[src/rtl/core/pdi_pkg.sv]
// Shared types, widths and codes for the PID double-integral step core.
package pdi_pkg;

  localparam int SAMPLE_W  = 32;
  localparam int GAIN_W    = 32;
  localparam int STEP_W    = 31;
  localparam int STATE_W   = 48;
  localparam int ACC_W     = 64;
  localparam int SQ_W      = 63;
  localparam int DIV_NUM_W = 80;
  localparam int DIV_DEN_W = 48;
  localparam int DIV_Q_W   = 47;
  localparam int DIV_CNT_W = 7;

  localparam logic [DIV_Q_W-1:0] Q_LIM = '1;

  // Job codes, run in this order
  localparam int JOB_W = 4;
  localparam logic [JOB_W-1:0] J_D1  = 4'd0;
  localparam logic [JOB_W-1:0] J_D2A = 4'd1;
  localparam logic [JOB_W-1:0] J_D2B = 4'd2;
  localparam logic [JOB_W-1:0] J_I1  = 4'd3;
  localparam logic [JOB_W-1:0] J_I2  = 4'd4;
  localparam logic [JOB_W-1:0] J_T0  = 4'd5;
  localparam logic [JOB_W-1:0] J_T1  = 4'd6;
  localparam logic [JOB_W-1:0] J_T2  = 4'd7;
  localparam logic [JOB_W-1:0] J_T3  = 4'd8;
  localparam logic [JOB_W-1:0] J_T4  = 4'd9;
  localparam logic [JOB_W-1:0] J_AVG = 4'd10;
  localparam logic [JOB_W-1:0] J_SQ  = 4'd11;

  // Phases within a job
  localparam logic [1:0] PH_LOAD = 2'd0;
  localparam logic [1:0] PH_MUL  = 2'd1;
  localparam logic [1:0] PH_LOW  = 2'd2;
  localparam logic [1:0] PH_DONE = 2'd3;

  // Register indexes
  localparam logic [2:0] REG_KD2  = 3'd0;
  localparam logic [2:0] REG_KD1  = 3'd1;
  localparam logic [2:0] REG_KP   = 3'd2;
  localparam logic [2:0] REG_KI   = 3'd3;
  localparam logic [2:0] REG_KI2  = 3'd4;
  localparam logic [2:0] REG_BIAS = 3'd5;
  localparam logic [2:0] REG_STEP = 3'd6;
  localparam logic [2:0] REG_AVG  = 3'd7;

  typedef struct packed {
    logic signed [GAIN_W-1:0] kd2;
    logic signed [GAIN_W-1:0] kd1;
    logic signed [GAIN_W-1:0] kp;
    logic signed [GAIN_W-1:0] ki;
    logic signed [GAIN_W-1:0] ki2;
    logic signed [GAIN_W-1:0] bias;
    logic [STEP_W-1:0]        time_step;
    logic                     avg;
  } pdi_cfg_t;

  typedef struct packed {
    logic             load;
    logic             act;
    logic [JOB_W-1:0] job;
    logic [1:0]       phase;
    logic             div_start;
  } pdi_cmd_t;

  typedef struct packed {
    logic avg_skip;
    logic div_done;
  } pdi_stat_t;

endpackage

[src/rtl/core/pdi_ctrl.sv]
// Job sequencer: walks the step's jobs and phases, owns the handshakes.
module pdi_ctrl import pdi_pkg::*; (
  input  logic      clk,
  input  logic      rst_n,
  input  logic      in_valid,
  output logic      in_ready,
  output logic      out_valid,
  input  logic      out_ready,
  input  pdi_stat_t stat,
  output pdi_cmd_t  cmd
);

  localparam logic [1:0] S_IDLE = 2'd0;
  localparam logic [1:0] S_RUN  = 2'd1;
  localparam logic [1:0] S_DIV  = 2'd2;

  logic [1:0]       state_r, state_nxt;
  logic [JOB_W-1:0] job_r, job_nxt;
  logic [1:0]       phase_r, phase_nxt;
  logic             out_valid_r, out_valid_nxt;
  logic             is_div;
  logic             slot_free;

  assign is_div    = (job_r == J_D1) || (job_r == J_D2A) || (job_r == J_D2B) ||
                     (job_r == J_AVG);
  assign slot_free = !out_valid_r || out_ready;
  assign in_ready  = (state_r == S_IDLE);
  assign out_valid = out_valid_r;

  always_comb begin
    state_nxt     = state_r;
    job_nxt       = job_r;
    phase_nxt     = phase_r;
    out_valid_nxt = out_valid_r && !out_ready;
    cmd           = '0;
    cmd.job       = job_r;
    cmd.phase     = phase_r;
    unique case (state_r)
      S_IDLE: begin
        if (in_valid) begin
          cmd.load  = 1'b1;
          state_nxt = S_RUN;
          job_nxt   = J_D1;
          phase_nxt = PH_LOAD;
        end
      end
      S_RUN: begin
        priority if (job_r == J_AVG && phase_r == PH_LOAD && stat.avg_skip) begin
          // no averaging this step
          job_nxt = J_SQ;
        end else if (job_r == J_SQ && phase_r == PH_DONE) begin
          if (slot_free) begin
            cmd.act       = 1'b1;
            out_valid_nxt = 1'b1;
            state_nxt     = S_IDLE;
          end
        end else begin
          cmd.act = 1'b1;
          unique case (phase_r)
            PH_LOAD: phase_nxt = PH_MUL;
            PH_MUL: begin
              if (is_div) begin
                cmd.div_start = 1'b1;
                state_nxt     = S_DIV;
              end else begin
                phase_nxt = PH_LOW;
              end
            end
            PH_LOW: phase_nxt = PH_DONE;
            PH_DONE: begin
              job_nxt   = job_r + 1'b1;
              phase_nxt = PH_LOAD;
            end
          endcase
        end
      end
      S_DIV: begin
        if (stat.div_done) begin
          state_nxt = S_RUN;
          phase_nxt = PH_DONE;
        end
      end
      default: state_nxt = S_IDLE;
    endcase
  end

  always_ff @(posedge clk) begin
    if (!rst_n) begin
      state_r     <= S_IDLE;
      job_r       <= J_D1;
      phase_r     <= PH_LOAD;
      out_valid_r <= 1'b0;
    end else begin
      state_r     <= state_nxt;
      job_r       <= job_nxt;
      phase_r     <= phase_nxt;
      out_valid_r <= out_valid_nxt;
    end
  end

endmodule

[config.mk]
export PLATFORM = sky130hd
export DESIGN_NAME = pdi_ctrl
export DESIGN_NICKNAME = d
export VERILOG_FILES = /design/src/rtl/core/pdi_pkg.sv /design/src/rtl/core/pdi_ctrl.sv
export SDC_FILE = /design/constraint.sdc
export NUM_CORES = 1
export LEC_CHECK = 0
export ABC_AREA = 1
export BUFFER_PORTS_ARGS = -buffer_cell sky130_fd_sc_hd__buf_2
export CORE_MARGIN = 1
export CORE_UTILIZATION = 45
export DETAILED_ROUTE_END_ITERATION = 10
export PLACE_DENSITY_LB_ADDON = 0.15
export SLEW_MARGIN = 20
export SYNTH_ARGS = -nofsm -noshare
export SYNTH_HDL_FRONTEND = slang
export SYNTH_SLANG_ARGS = --single-unit
[constraint.sdc]
create_clock -name clk -period 3.2 [get_ports clk]
set_input_delay 0.48 -clock clk [delete_from_list [all_inputs] [get_ports clk]]
set_output_delay 0.48 -clock clk [all_outputs]
set_load 0.05 [all_outputs]
==> reports/metrics.cfg <==
[logic_synthesis]
synth_compound_area_frac = 0.1212
yosys_warnings = 0
ys_seq_area_frac = 0.2182
syn_inst = 125
ys_ff_latch = 9
synth-adder-area-share = 0.1970
muxShareOfSynthArea = 0
synth_top_family_by_area = simple AND/OR/NAND/NOR gates
synth.avg_cell_area_um2 = 6.606
synth-xor-area-share = 0
synth_area_um2 = 825.8
synth-simple-area-share = 0.3500
synthesis.nets = 144
synth.distinct_cells = 20

[die]
die_h_um = 44.84
rows = 15
core_area_um2 = 1727
initial_core_util = 0.4783
io_pins = 17
die_w_um = 44.84
die_area_um2 = 2010

[layout]
area_delta_synth_final_pct = 16.67
multi_input_area_um2 = 551.8
drive_above_1_share = 0.2621
layout_common_cells = 26 x nand2_1, 18 x inv_1, 16 x buf_2
seqCellArea_um2 = 180.2
fin_nets = 165
antenna_cells = 0
final_common_cell = nand2_1
n_fill_cell = 201

[sta]
drv_slew = 0
period_share = 0.6647
finClkSkew_ns = 0.001481
worst_pin_slew_ns = 0.2512
setup_violations = 0
max_freq_ghz = 0.4702
rsz0062_at_grt = no
max_slew_margin = 0.8325
period_minus_slack_ns = 2.127
hold_viol = 0
fin_setup_tns_ns = 0

[power_and_ir_drop]
power.leakage_nw = 0.4969
pwr_density_cell_nw_per_um2 = 681.7
total_power_uw = 656.7
ir_worst_vdd_v = 0.0003100

[routing]
wl_um = 1651
via_per_inst = 4.676
drc = 0
drt_iter0_drc = 9
firstDrtPassIters = 4
wire_per_inst_um = 9.712
num_vias = 795
ant_nets = 0

[clock_tree]
cts_buffer_depth = 2
post_cts_buffers = 0
cts_hold_buffers = 0
clock_sinks = 9
insertion_delay_ns = 0.26
tritoncts = built
htree_levels = 1
cts_inserted_buffers = 3
cts.repair.resized = 0
clk_pin_slew_ns = 0.07
cts_root_buffer = clkbuf_4

[place]
numPortBuffers = 16
gp_congestion = 0.7883
dp_hpwl_um = 1362

[worst_setup_path]
critPathRequiredTime_ns = 2.72
r2r_slack_ns = 1.71
critPathLaunchType = flop
ff2ff_path_depth = 11
arrival_ns = 1.65
critPathCaptureType = output pin
path_class = reg2out
crit_fanout = 5

[global_route]
grt_first_pass_wirelength_um = 2946
grt_overflow = 0
grt_max_degree = 8
grt_pass1_vias = 747
antenna_found_initial = 0
grt_usage = 0.2042

[worst_hold_path]
holdPathStages = 4
min_path_type = in2reg

[flow_run]
max_cap_violations = 0

[outcome]
status = complete, no violations

-- final timing paths --
path | startpoint | endpoint
min | out_ready | out_valid
min reg2reg | out_valid | out_valid
max reg2reg | job_r[0] | job_r[3]
max | job_r[0] | cmd[0]
-- kinds of logic (layout without fill, tap and decap cells) --
logic type	after synthesis	after routing
flip-flops	9	9
AO/OA/AOI/OAI	18	18
adder cells (fa/ha/maj)	13	13
buffers and inverters	25	45
AND/OR/NAND/NOR	60	60
-- critical path: stages, from the launching register on --
cell	delay, ns
dfxtp_1	0.39
inv_1	0.11
ha_1	0.23
nand3_1	0.12
nor2_4	0.06
nor3_1	0.18
buf_2	0.29
-- registers in the layout, summed over array words and instances, names as in the netlist --
signal	flops
phase_r	2
out_valid	1
state_r	2
job_r	4
-- power breakdown --
part | total (mW) | internal, mW | switching [mW] | leakage (nW)
registers | 0.158 | 0.133 | 0.0244 | 0.0735
clock network | 0.0911 | 0.0482 | 0.0430 | 0.0150
logic | 0.408 | 0.121 | 0.287 | 0.408
-- synth_stat cells (all sizes together) --
cell | count | share of area
nand3 | 7 | 0.055
clkinv | 1 | 0.0045
nand2 | 30 | 0.15
dfxtp | 9 | 0.22
nor2 | 19 | 0.11
inv | 24 | 0.11
ha | 13 | 0.20
o21ai | 10 | 0.070
nor3 | 2 | 0.012
a21oi | 7 | 0.042
a21boi | 1 | 0.0091
nand4 | 2 | 0.015
-- stage by stage --
| stage | util | setup slack [ns] | hold slack [ns] | area (um^2) | instances |
|---|---|---|---|---|---|
| finish | 0.5580 | 1.073 | 0.4933 | 963.4 | 170 |
| global placement | 0.5428 | 1.389 | 0.4820 | 937.1 | 166 |
| detailed placement | 0.5428 | 1.365 | 0.4845 | 937.1 | 166 |
| floorplan | - | 0.3555 | 0.4726 | 825.8 | 125 |
| global route | 0.5580 | 0.9278 | 0.5073 | 963.4 | 170 |
| CTS | 0.5580 | 1.064 | 0.4844 | 963.4 | 170 |
-- per-layer routing --
metal  vias to the layer above  share of wire  global-route usage  wire, um
met1                       344           0.46              0.2293       760
met2                        19           0.47              0.3588       782
li1                        426              -                   -         -
met4                         0          0.027              0.1152        44
met5                         -              0                   0         0
met3                         6          0.038             0.04000        63
-- final cells by class --
| type | count | area share |
|---|---|---|
| multi-input combinational | 91 | 0.5727 |
| inverter | 25 | 0.09740 |
| tap | 25 | 0.03247 |
| timing repair buffer | 16 | 0.08312 |
| clock buffer | 4 | 0.02727 |
| sequential | 9 | 0.1870 |
Power figures use the tool's default switching activity.
