===== src/rtl/core/pdi_pkg.sv =====
// Shared types, widths and codes for the PID double-integral step core.
package pdi_pkg;

  localparam int SAMPLE_W  = 32;
  localparam int GAIN_W    = 32;
  localparam int STEP_W    = 31;
  localparam int STATE_W   = 48;
  localparam int ACC_W     = 64;
  localparam int SQ_W      = 63;
  localparam int DIV_NUM_W = 80;
  localparam int DIV_DEN_W = 48;
  localparam int DIV_Q_W   = 47;
  localparam int DIV_CNT_W = 7;

  localparam logic [DIV_Q_W-1:0] Q_LIM = '1;

  // Job codes, run in this order
  localparam int JOB_W = 4;
  localparam logic [JOB_W-1:0] J_D1  = 4'd0;
  localparam logic [JOB_W-1:0] J_D2A = 4'd1;
  localparam logic [JOB_W-1:0] J_D2B = 4'd2;
  localparam logic [JOB_W-1:0] J_I1  = 4'd3;
  localparam logic [JOB_W-1:0] J_I2  = 4'd4;
  localparam logic [JOB_W-1:0] J_T0  = 4'd5;
  localparam logic [JOB_W-1:0] J_T1  = 4'd6;
  localparam logic [JOB_W-1:0] J_T2  = 4'd7;
  localparam logic [JOB_W-1:0] J_T3  = 4'd8;
  localparam logic [JOB_W-1:0] J_T4  = 4'd9;
  localparam logic [JOB_W-1:0] J_AVG = 4'd10;
  localparam logic [JOB_W-1:0] J_SQ  = 4'd11;

  // Phases within a job
  localparam logic [1:0] PH_LOAD = 2'd0;
  localparam logic [1:0] PH_MUL  = 2'd1;
  localparam logic [1:0] PH_LOW  = 2'd2;
  localparam logic [1:0] PH_DONE = 2'd3;

  // Register indexes
  localparam logic [2:0] REG_KD2  = 3'd0;
  localparam logic [2:0] REG_KD1  = 3'd1;
  localparam logic [2:0] REG_KP   = 3'd2;
  localparam logic [2:0] REG_KI   = 3'd3;
  localparam logic [2:0] REG_KI2  = 3'd4;
  localparam logic [2:0] REG_BIAS = 3'd5;
  localparam logic [2:0] REG_STEP = 3'd6;
  localparam logic [2:0] REG_AVG  = 3'd7;

  typedef struct packed {
    logic signed [GAIN_W-1:0] kd2;
    logic signed [GAIN_W-1:0] kd1;
    logic signed [GAIN_W-1:0] kp;
    logic signed [GAIN_W-1:0] ki;
    logic signed [GAIN_W-1:0] ki2;
    logic signed [GAIN_W-1:0] bias;
    logic [STEP_W-1:0]        time_step;
    logic                     avg;
  } pdi_cfg_t;

  typedef struct packed {
    logic             load;
    logic             act;
    logic [JOB_W-1:0] job;
    logic [1:0]       phase;
    logic             div_start;
  } pdi_cmd_t;

  typedef struct packed {
    logic avg_skip;
    logic div_done;
  } pdi_stat_t;

endpackage


===== src/rtl/core/pdi_div.sv =====
// Radix-2 restoring divider, one quotient bit per cycle, saturated quotient.
module pdi_div import pdi_pkg::*; (
  input  logic                 clk,
  input  logic                 rst_n,
  input  logic                 start,
  input  logic [DIV_NUM_W-1:0] num,
  input  logic [DIV_DEN_W-1:0] den,
  output logic                 busy,
  output logic                 done,
  output logic [DIV_Q_W-1:0]   quo
);

  logic [DIV_CNT_W-1:0] cnt_r;
  logic                 busy_r;
  logic                 done_r;
  logic [DIV_DEN_W-1:0] rem_r;
  logic [DIV_DEN_W-1:0] den_r;
  logic [DIV_NUM_W-1:0] quo_r;
  logic [DIV_DEN_W:0]   shifted;
  logic                 ge;
  logic [DIV_DEN_W:0]   rem_nxt;

  assign shifted = {rem_r, quo_r[DIV_NUM_W-1]};
  assign ge      = shifted >= {1'b0, den_r};
  assign rem_nxt = ge ? shifted - {1'b0, den_r} : shifted;

  always_ff @(posedge clk) begin
    if (!rst_n) begin
      busy_r <= 1'b0;
      done_r <= 1'b0;
      cnt_r  <= '0;
    end else begin
      done_r <= 1'b0;
      if (start) begin
        busy_r <= 1'b1;
        cnt_r  <= DIV_CNT_W'(DIV_NUM_W);
      end else if (busy_r) begin
        cnt_r <= cnt_r - 1'b1;
        if (cnt_r == DIV_CNT_W'(1)) begin
          busy_r <= 1'b0;
          done_r <= 1'b1;
        end
      end
    end
  end

  always_ff @(posedge clk) begin
    if (start) begin
      rem_r <= '0;
      quo_r <= num;
      den_r <= den;
    end else if (busy_r) begin
      rem_r <= rem_nxt[DIV_DEN_W-1:0];
      quo_r <= {quo_r[DIV_NUM_W-2:0], ge};
    end
  end

  assign busy = busy_r;
  assign done = done_r;
  assign quo  = (|quo_r[DIV_NUM_W-1:DIV_Q_W]) ? Q_LIM : quo_r[DIV_Q_W-1:0];

endmodule


===== config.mk =====
export PLATFORM = sky130hd
export DESIGN_NAME = pdi_div
export DESIGN_NICKNAME = d
export VERILOG_FILES = /design/src/rtl/core/pdi_pkg.sv /design/src/rtl/core/pdi_div.sv
export SDC_FILE = /design/constraint.sdc
export NUM_CORES = 1
export LEC_CHECK = 0
export ABC_AREA = 1
export BUFFER_PORTS_ARGS = -buffer_cell sky130_fd_sc_hd__buf_2
export CELL_PAD_IN_SITES_DETAIL_PLACEMENT = 0
export CELL_PAD_IN_SITES_GLOBAL_PLACEMENT = 2
export CORE_MARGIN = 2
export CORE_UTILIZATION = 29
export CTS_CLUSTER_DIAMETER = 30
export DETAILED_ROUTE_END_ITERATION = 10
export PLACE_DENSITY = 0.75
export SLEW_MARGIN = 15
export SYNTH_ARGS = -nofsm -noshare
export SYNTH_HDL_FRONTEND = slang
export SYNTH_SLANG_ARGS = --single-unit

===== constraint.sdc =====
create_clock -name clk -period 3.7 [get_ports clk]
set_input_delay 1.11 -clock clk [delete_from_list [all_inputs] [get_ports clk]]
set_output_delay 1.11 -clock clk [all_outputs]
set_load 0.02 [all_outputs]

==> impl_metrics.tcl, run 1 <==
set metrics [dict create \
    setup_tns_ps 0 \
    fin_total_pwr_mw 5.02 \
    cp_data_arrival_time_ps 2290 \
    synthXorXnorAreaFrac_pct 1.91 \
    slew_violations 0 \
    grt_pass1_vias 11337 \
    nFillCells 4655 \
    ios 180 \
    clock_path_buffers 2 \
    io_buffer_count 179 \
    end_kind "output pin" \
    drt_iter0_markers 605 \
    power_density_nw_per_um2 347 \
    yosys.area_share.adder_pct 5.23 \
    syn_inst 1834 \
    syn2layout_area_growth_pct 17.1 \
    syn_area_um2 12300 \
    yosysTopAreaCell "edfxtp_1" \
    instances_no_fill 2547 \
    gr-total-overflow 0 \
    cts-root-buf "clkbuf_16" \
    design_area_um2 14500 \
    path_max_fanout 47 \
    worstMarginPinSlew_ps 907 \
    placed_cell_area_um2 13800 \
    syn-num-nets 2016 \
    antenna_found_initial 12 \
    ys_top_cells_by_area "edfxtp_1 (31%), nand2_1 (23%), inv_1 (11%)" \
    cellLeakagePower_nw 7.47 \
    final_util_pct 34.5 \
    via_per_inst 4.43 \
    period_needed_ps 3400 \
    cts_num_sinks 185 \
    grt_start_max_net_pins 145 \
    initial_core_util_pct 29.4 \
    drive_gt1_share_pct 12.1 \
    place_congestion 0.864 \
    synthSimpleGateAreaFrac_pct 35.5 \
    dieArea_um2 44300 \
    synth.area.mux_share_pct 0 \
    cts_setup_buffers 0 \
    clkTransAtPathRegs_ps 70 \
    timing.final.hold_violations 0 \
    die_h_um 210 \
    dp.cells 2511 \
    syn_area_per_cell_um2 6.73 \
    drv_cap 0 \
    status "completed" \
    required_ps 2590 \
    rows 75 \
    ant_nets 0 \
    ys_seq_elements 185 \
    max_slew_margin_pct 39.2 \
    min_period_over_period_pct 91.8 \
    vdd.ir_drop.worst_uv 252 \
    fin_skew_ps 17.1 \
    die_w_um 210 \
    dp_hpwl_um 29400 \
    yosys_warnings 0 \
    hold_buffers 0 \
    dp_slack_ps 774 \
    firstDrtPassIters 7 \
    cts_inserted_buffers 17 \
    wire_per_inst_um 15.0 \
    cts.htree.levels 4 \
    nNetsFinal 2173 \
    grt_pass1_wl_um 61400 \
    startpoint_type "flop" \
    critPathKind "reg2out" \
    synth_top_family_by_area "simple AND/OR/NAND/NOR gates" \
    max_freq_mhz 294 \
    rsz0062_at_grt "false" \
    drt_drc_violations_left 0 \
    setup_ws_ps 303 \
    synth-compound-area-share_pct 3.53 \
    hold_ws_ps 475 \
    core_area_um2 41900 \
    wirelength_um 38100 \
    cts_tree "done" \
    yosysSeqAreaShare_pct 40.4 \
    post_cts_resized 0 \
    synth_cell_types 37 \
    hold_class "reg2reg" \
    setup_viol 0 \
    vias 11284 \
    track_usage_pct 18.0 \
    insertion_delay_ps 490 \
    synth_top_area_share_pct 31.1 \
]
## per-layer routing
metal	share of wire, %	global-route usage, %	routed length [um]
met2	43	27.7	16400
met4	1.3	4.67	486
met3	6.2	5.41	2340
met1	49	24.5	18700
met5	0.26	0	99
## flip-flops by register name, summed over array words and instances, names as in the netlist
register,count
cnt_r,7
busy,1
done,1
den_r,48
rem_r,48
quo_r,80
## final timing paths
check / startpoint / end / slack [ps] / cells after the start
worst max-delay path: quo_r[58] / quo[29] / 300 / 6
worst min register to register: rem_r[28] / rem_r[28] / 480 / 2
worst max register to register: den_r[6] / rem_r[4] / 1060 / 15
worst min-delay path: rem_r[28] / rem_r[28] / 480 / 2
## synth_stat cells
cell	n
nand2_2	2
nor4_1	9
xor2_1	4
o31ai_1	1
clkbuf_1	32
nand3_2	2
nor2_2	7
a21o_1	2
o21ai_0	48
a211oi_1	1
buf_6	6
a21oi_1	27
nor3b_1	1
xnor2_1	23
o21a_1	1
clkinv_1	1
and2_1	4
nor4_2	1
nand3_1	92
edfxtp_1	128
inv_2	1
nand4_1	65
buf_1	3
nand2_1	769
dfxtp_1	57
buf_4	3
nor3_2	1
a21oi_2	1
nor3_1	9
nor2_1	96
inv_1	370
a31oi_1	1
ha_1	50
o21bai_1	1
buf_2	9
nand3b_1	5
fa_1	1
## cell families after synthesis
kind of cell    count (synthesis)
compound gates                 83
fa+ha+maj                      51
simple gates                 1063
flops                         185
buf+inv                       425
xor+xnor                       27
## report_power, final
part / switching [mW] / total [mW] / internal, mW
Clock: 0.926 / 2.02 / 1.09
Sequential: 0.0525 / 2.43 / 2.38
Combinational: 0.376 / 0.571 / 0.195
## layout make-up
| class | count | area [um2] | share of cell area, % |
|---|---|---|---|
| antenna | 4 | 10.0 | 0.0692 |
| clock buffer | 17 | 425 | 2.94 |
| tap | 539 | 674 | 4.66 |
| multi-input combinational | 1224 | 5730 | 39.6 |
| inverter | 372 | 1400 | 9.68 |
| clock inverter | 15 | 206 | 1.43 |
| sequential | 185 | 4980 | 34.5 |
| timing repair buffer | 191 | 1030 | 7.12 |
## placed cells by master, fill, tap and decap left out, drive strengths merged
cell	instances
nand4	65
a21oi	28
o21ai	48
o21a	1
o21bai	1
nand3b	5
dfxtp	57
o31ai	1
bufinv	3
and2	4
xor2	4
inv	377
a31oi	1
fa	1
clkinv	5
clkinvlp	2
nor2	103
nor4	10
a21o	2
nand2	771
nor3b	1
buf	191
a211oi	1
nand3	94
xnor2	23
clkbuf	17
ha	50
edfxtp	128
diode	4
nor3	10
## worst max-delay path: stages, from the launching register on
cell	delay [ps]
edfxtp_1	390
nor4_1	330
nand4_1	210
nor3_2	140
buf_4	400
nand2_1	110
buf_2	180
(Power assumes the default switching activity.)
==> inputs of run 2 (changes only) <==
==> constraint.sdc (replaced) <==
create_clock -name clk -period 3.7 [get_ports clk]
set_input_delay 0.185 -clock clk [delete_from_list [all_inputs] [get_ports clk]]
set_output_delay 0.185 -clock clk [all_outputs]
set_load 0.02 [all_outputs]
==> run 2 against run 1 <==
Largest cell class unchanged; power rose by 1.9%; clock-buffer cell count rose by 3; first-iteration DRC count rose by 16%; critical path depth rose by 7; clock skew rose by 0.98 ps; fmax rose by 18%; final area rose by 7.8%; sequential cell count did not move; cell count rose by 4.4%; sequential power barely moved; core utilization rose by 2.7 points; die area did not move.
==> impl_metrics.tcl, run 2 (synthesized netlist as in run 1, its figures left out) <==
set metrics [dict create \
    reg2reg_slack_ps 820 \
    syn2layout_area_growth_pct 26.2 \
    instances_no_fill 2660 \
    die_w_um 210 \
    drt_iter0_markers 701 \
    fin_skew_ps 18.1 \
    largestRegisters "quo_r (80), den_r (48), rem_r (48)" \
    end_kind "flop" \
    hold_ws_ps 21.3 \
    rows 75 \
    cts-root-buf "clkbuf_16" \
    cellLeakagePower_nw 7.95 \
    setup_tns_ps 0 \
    critPathKind "reg2reg" \
    min_from "num[15]" \
    n_antenna_cell 0 \
    r2r_cells 13 \
    fin_total_pwr_mw 5.12 \
    required_ps 4040 \
    drt_drc_violations_left 0 \
    ios 180 \
    io_buffer_count 179 \
    holdPathStages 3 \
    track_usage_pct 18.5 \
    firstDrtPassIters 5 \
    via_per_inst 4.44 \
    grt_pass1_wl_um 63900 \
    post_cts_resized 0 \
    initial_core_util_pct 29.4 \
    wire_per_inst_um 15.1 \
    max_freq_mhz 347 \
    worstMarginPinSlew_ps 1100 \
    power_density_nw_per_um2 328 \
    cts_num_sinks 185 \
    dp_slack_ps 858 \
    clkTransAtPathRegs_ps 70 \
    ant_nets 0 \
    design_area_um2 15600 \
    cp_data_arrival_time_ps 3220 \
    min_period_over_period_pct 77.8 \
    gr-total-overflow 0 \
    vias 11808 \
    grt_pass1_vias 11788 \
    place_congestion 0.862 \
    setup_ws_ps 821 \
    hold_class "in2reg" \
    clock_path_buffers 2 \
    cts_inserted_buffers 17 \
    max_slew_margin_pct 26.9 \
    final_util_pct 37.2 \
    wirelength_um 40100 \
    top_register "quo_r" \
    layout_common_cells "nand2_1 (769), inv_1 (369), buf_2 (178)" \
    dieArea_um2 44300 \
    largest_reg_flops 80 \
    core_area_um2 41900 \
    die_h_um 210 \
    dp.cells 2512 \
    rsz0062_at_grt "false" \
    reg2reg_to "rem_r[27]" \
    nNetsFinal 2290 \
    reg2reg_from "den_r[37]" \
    startpoint_type "flop" \
    drive_gt1_share_pct 11.4 \
    path_max_fanout 20 \
    status "completed" \
    period_needed_ps 2880 \
    grt_start_max_net_pins 81 \
    cts.htree.levels 4 \
    whs_endpoint "quo_r[15]" \
    drv_cap 0 \
    slew_violations 0 \
    mostFrequentLayoutCell "nand2_1" \
    insertion_delay_ps 470 \
    cts_tree "done" \
    vdd.ir_drop.worst_uv 225 \
    setup_viol 0 \
    timing.final.hold_violations 0 \
    dp_hpwl_um 30300 \
    placed_cell_area_um2 13800 \
    antenna_found_initial 0 \
]
-- run 2: changes by cell type in the layout (fill, tap and decap cells not counted), moves of 2 or more --
cell,previous run,this run
dlygate4sd3_1,0,116
diode_2,4,0
buf_4,9,12
clkbuf_1,0,3
buf_12,3,1
clkinv_2,0,2
clkinvlp_4,2,0
inv_8,4,2
-- run 2: area by class of cell --
type	count	area, um2
Fill cell	4600	26400
Clock buffer	20	437
Multi-Input combinational cell	1224	5730
Clock inverter	12	188
Sequential cell	185	4980
Tap cell	539	674
Inverter	372	1400
Timing Repair Buffer	308	2170
-- run 2: repair_timing --
item                                   CTS  global route
hold buffers                           116             0
endpoints found under the hold margin  118             0
buffers inserted                         0             0
-- run 2: worst max-delay path by stage --
stage                    from   endpoint  slack [ps]
finish              den_r[37]  rem_r[27]         820
global route        den_r[37]  rem_r[20]         560
CTS                 den_r[41]  rem_r[29]         820
detailed placement  den_r[41]  rem_r[25]         860
global placement    den_r[41]  rem_r[29]         770
floorplan                busy   quo_r[0]         620
-- run 2: worst max-delay path, cell delays in order (launching register included) --
cell	delay, ps
edfxtp_1	330
inv_1	40
ha_1	350
nand2_1	130
nor2_1	370
nand2_1	190
nor2_2	220
and2_1	170
nand2_2	70
nand3_2	420
buf_4	280
nand2_1	60
nand3_1	70
nand2_1	60
-- run 2: power by group --
part           total, mW  leakage (nW)  internal (mW)  switching (mW)
Combinational      0.657          5.89          0.270           0.387
Clock               2.02         0.307           1.15           0.877
Sequential          2.44          1.75           2.38          0.0538
-- run 2: layer usage --
metal / routed length, um / vias to the layer above / GRT usage [%]
li1: - / 6190 / -
met1: 19900 / 5337 / 25.6
met2: 17600 / 243 / 29.6
met3: 1850 / 38 / 3.59
met4: 654 / 0 / 4.67
met5: 0 / - / 0
==> inputs of run 3 (changes only) <==
--- a/config.mk
+++ b/config.mk
@@ -5,15 +5,15 @@
 export SDC_FILE = /design/constraint.sdc
 export NUM_CORES = 1
 export LEC_CHECK = 0
-export ABC_AREA = 1
+export ABC_AREA = 0
 export BUFFER_PORTS_ARGS = -buffer_cell sky130_fd_sc_hd__buf_2
 export CELL_PAD_IN_SITES_DETAIL_PLACEMENT = 0
 export CELL_PAD_IN_SITES_GLOBAL_PLACEMENT = 2
 export CORE_MARGIN = 2
-export CORE_UTILIZATION = 29
+export CORE_UTILIZATION = 34
 export CTS_CLUSTER_DIAMETER = 30
 export DETAILED_ROUTE_END_ITERATION = 10
-export PLACE_DENSITY = 0.75
+export PLACE_DENSITY = 0.74
 export SLEW_MARGIN = 15
 export SYNTH_ARGS = -nofsm -noshare
 export SYNTH_HDL_FRONTEND = slang
==> constraint.sdc (replaced) <==
create_clock -name clk -period 2.7 [get_ports clk]
set_input_delay 0.135 -clock clk [delete_from_list [all_inputs] [get_ports clk]]
set_output_delay 0.135 -clock clk [all_outputs]
set_load 0.02 [all_outputs]
==> run 3 against run 2 <==
The run now ends with negative setup slack left; largest cell class unchanged; clock skew down 0.90 ps; via count down 21%; critical endpoint is now quo_r[0]; first-iteration DRC count down 53%; clock-buffer cell count down 1; sequential share of layout area down 1.4 points; non-clock buffer count up 232; hold slack better by 18 ps.
==> impl_metrics.tcl, run 3 <==
set metrics [dict create \
    rsz0062_at_grt "true" \
    syn2layout_area_growth_pct 54.0 \
    cts_tree "done" \
    max_freq_mhz 330 \
    yosysSeqAreaShare_pct 47.0 \
    n_antenna_cell 0 \
    vdd.ir_drop.worst_uv 617 \
    violations "negative setup slack" \
    crit_chain "inv_2, ha_4, and2_4, a311o_1, a21o_1, a21oi_2, o21bai_1, a2111o_1, a21oi_4, buf_6, buf_12, clkinv_8, buf_8, mux2_2" \
    cp_data_arrival_time_ps 3230 \
    antenna_found_initial 0 \
    largest_reg_flops 80 \
    drt_iter0_markers 328 \
    drt_drc_violations_left 0 \
    power_density_nw_per_um2 538 \
    syn_area_um2 10600 \
    mostFrequentLayoutCell "buf_4" \
    slew_violations 0 \
    wire_per_inst_um 15.4 \
    io_buffer_count 179 \
    yosysMostFrequentCell "edfxtp_1" \
    place_congestion 0.799 \
    via_per_inst 4.82 \
    reg2reg_slack_ps -330 \
    grt_pass1_vias 9816 \
    dp_hpwl_um 20600 \
    ant_nets 0 \
    die_h_um 181 \
    r2r_cells 14 \
    yosysTopAreaCell "edfxtp_1" \
    dieArea_um2 32600 \
    fin_skew_ps 17.2 \
    rows 64 \
    critPathKind "reg2reg" \
    gr-total-overflow 0 \
    period_needed_ps 3030 \
    crit_slowest_cell "a2111o_1" \
    layout_common_cells "buf_4 (204), buf_2 (178), edfxtp_1 (128), dlygate4sd3_1 (128), mux2_2 (81)" \
    synthFlopType "edfxtp_1" \
    ys_seq_elements 185 \
    clock_path_buffers 2 \
    final_util_pct 53.2 \
    cpPeakStageDelay_ps 450 \
    synth_top_area_share_pct 36.3 \
    yosys_warnings 0 \
    async_flop_share_pct 0 \
    max_slew_margin_pct 53.4 \
    firstDrtPassIters 6 \
    end_kind "flop" \
    synth_edf_count 128 \
    hold_class "in2reg" \
    track_usage_pct 18.2 \
    status "complete, but fails checks" \
    critPathBufInv 5 \
    nFillCells 2761 \
    drive_gt1_share_pct 43.6 \
    clkTransAtPathRegs_ps 70 \
    synth_cell_types 67 \
    reg2reg_to "quo_r[0]" \
    required_ps 2900 \
    dp_slack_ps -414 \
    cts_num_sinks 185 \
    setup_ws_ps -329 \
    reg2reg_from "den_r[43]" \
    critPathTopFamily "compound AO/OA/AOI/OAI gates" \
    top_register "quo_r" \
    ios 180 \
    syn-num-nets 1196 \
    nNetsFinal 1696 \
    setup_viol 49 \
    syn_inst 1014 \
    startpoint_type "flop" \
    syn_area_per_cell_um2 10.4 \
    whs_endpoint "quo_r[36]" \
    timing.final.hold_violations 0 \
    ys_top_cells_by_area "edfxtp_1 (36%), dfxtp_1 (11%), mux2_2 (8.9%)" \
    cts_inserted_buffers 17 \
    core_area_um2 30700 \
    grt_pass1_wl_um 48700 \
    insertion_delay_ps 450 \
    worstMarginPinSlew_ps 698 \
    drv_cap 0 \
    grt_start_max_net_pins 81 \
    synth.top_cells.by_count "edfxtp_1 (128), nor2_1 (97), mux2_2 (84)" \
    largestRegisters "quo_r (80), den_r (48), rem_r (48)" \
    holdPathStages 2 \
    die_w_um 181 \
    cellLeakagePower_nw 6.73 \
    cts-root-buf "clkbuf_16" \
    min_from "num[36]" \
    min_period_over_period_pct 112 \
    path_max_fanout 4 \
    initial_core_util_pct 34.5 \
    cts.htree.levels 4 \
    wirelength_um 29600 \
    vias 9278 \
]
==> run 3: kinds of logic (layout without fill, tap and decap cells) <==
kind of cell,after synthesis,after routing,share of synthesized area [%]
compound gates,228,228,14.2
simple gates,277,277,12.9
mux,105,105,10.9
fa+ha+maj,51,51,6.09
flops,185,185,47.0
xor+xnor,47,47,3.89
buf+inv,121,634,4.88
==> run 3: where the power goes <==
group / internal, mW / leakage [nW] / total [mW] / switching [mW]
sequential: 3.33 / 1.74 / 3.48 / 0.150
clock: 1.25 / 0.274 / 2.50 / 1.25
combinational: 1.50 / 4.71 / 2.80 / 1.30
==> run 3: through the flow <==
| stage | power (mW) | instances | area, um2 | setup TNS, ps | hold WS, ps |
|---|---|---|---|---|---|
| final | 8.78 | 1923 | 16300 | -9940 | 38.9 |
| after global routing | 9.25 | 1923 | 16300 | -16860 | 19.4 |
| after CTS | 8.77 | 1926 | 16100 | -10160 | 2.79 |
| after detailed placement | 5.76 | 1739 | 13400 | -15800 | 313 |
| after global placement | 5.75 | 1739 | 13400 | -13610 | 312 |
| after floorplan | 4.82 | 1014 | 10700 | -1800 | 234 |
==> run 3: how the worst max path moves through the flow <==
stage | from | to | slack [ps] | cells after the start
2_1_floorplan | quo_r[79] | rem_r[44] | -180 | 13
3_3_place_gp | quo_r[79] | rem_r[44] | -400 | 13
3_5_place_dp | quo_r[79] | rem_r[44] | -410 | 13
4_1_cts | quo_r[79] | rem_r[44] | -330 | 13
5_1_grt | den_r[0] | rem_r[44] | -490 | 12
6_report | den_r[43] | quo_r[0] | -330 | 14
==> run 3: per-layer routing <==
metal | GRT usage [%] | up-vias | share of wire, %
met4 | 4.45 | 0 | 1.4
met2 | 30.7 | 170 | 48
met5 | 0 | - | 0
met1 | 23.0 | 4398 | 46
li1 | - | 4682 | -
met3 | 5.01 | 28 | 4.7
==> run 3: final cells by class <==
class | instances | area, um2 | share of cell area, %
multi-input cells | 708 | 5850 | 35.8
flip-flops and latches | 185 | 4990 | 30.6
repair buffers | 540 | 4160 | 25.5
well taps | 396 | 495 | 3.04
clock buffers | 19 | 443 | 2.71
inverters | 62 | 245 | 1.50
clock inverters | 13 | 131 | 0.805
==> run 3: what timing repair did <==
action                     CTS  global route
resized for setup          109            75
pin swaps                   50            43
hold buffers               127             1
buffers inserted            24             4
setup endpoints to repair   49            49
hold endpoints to repair   129             1
gates cloned                 4             0
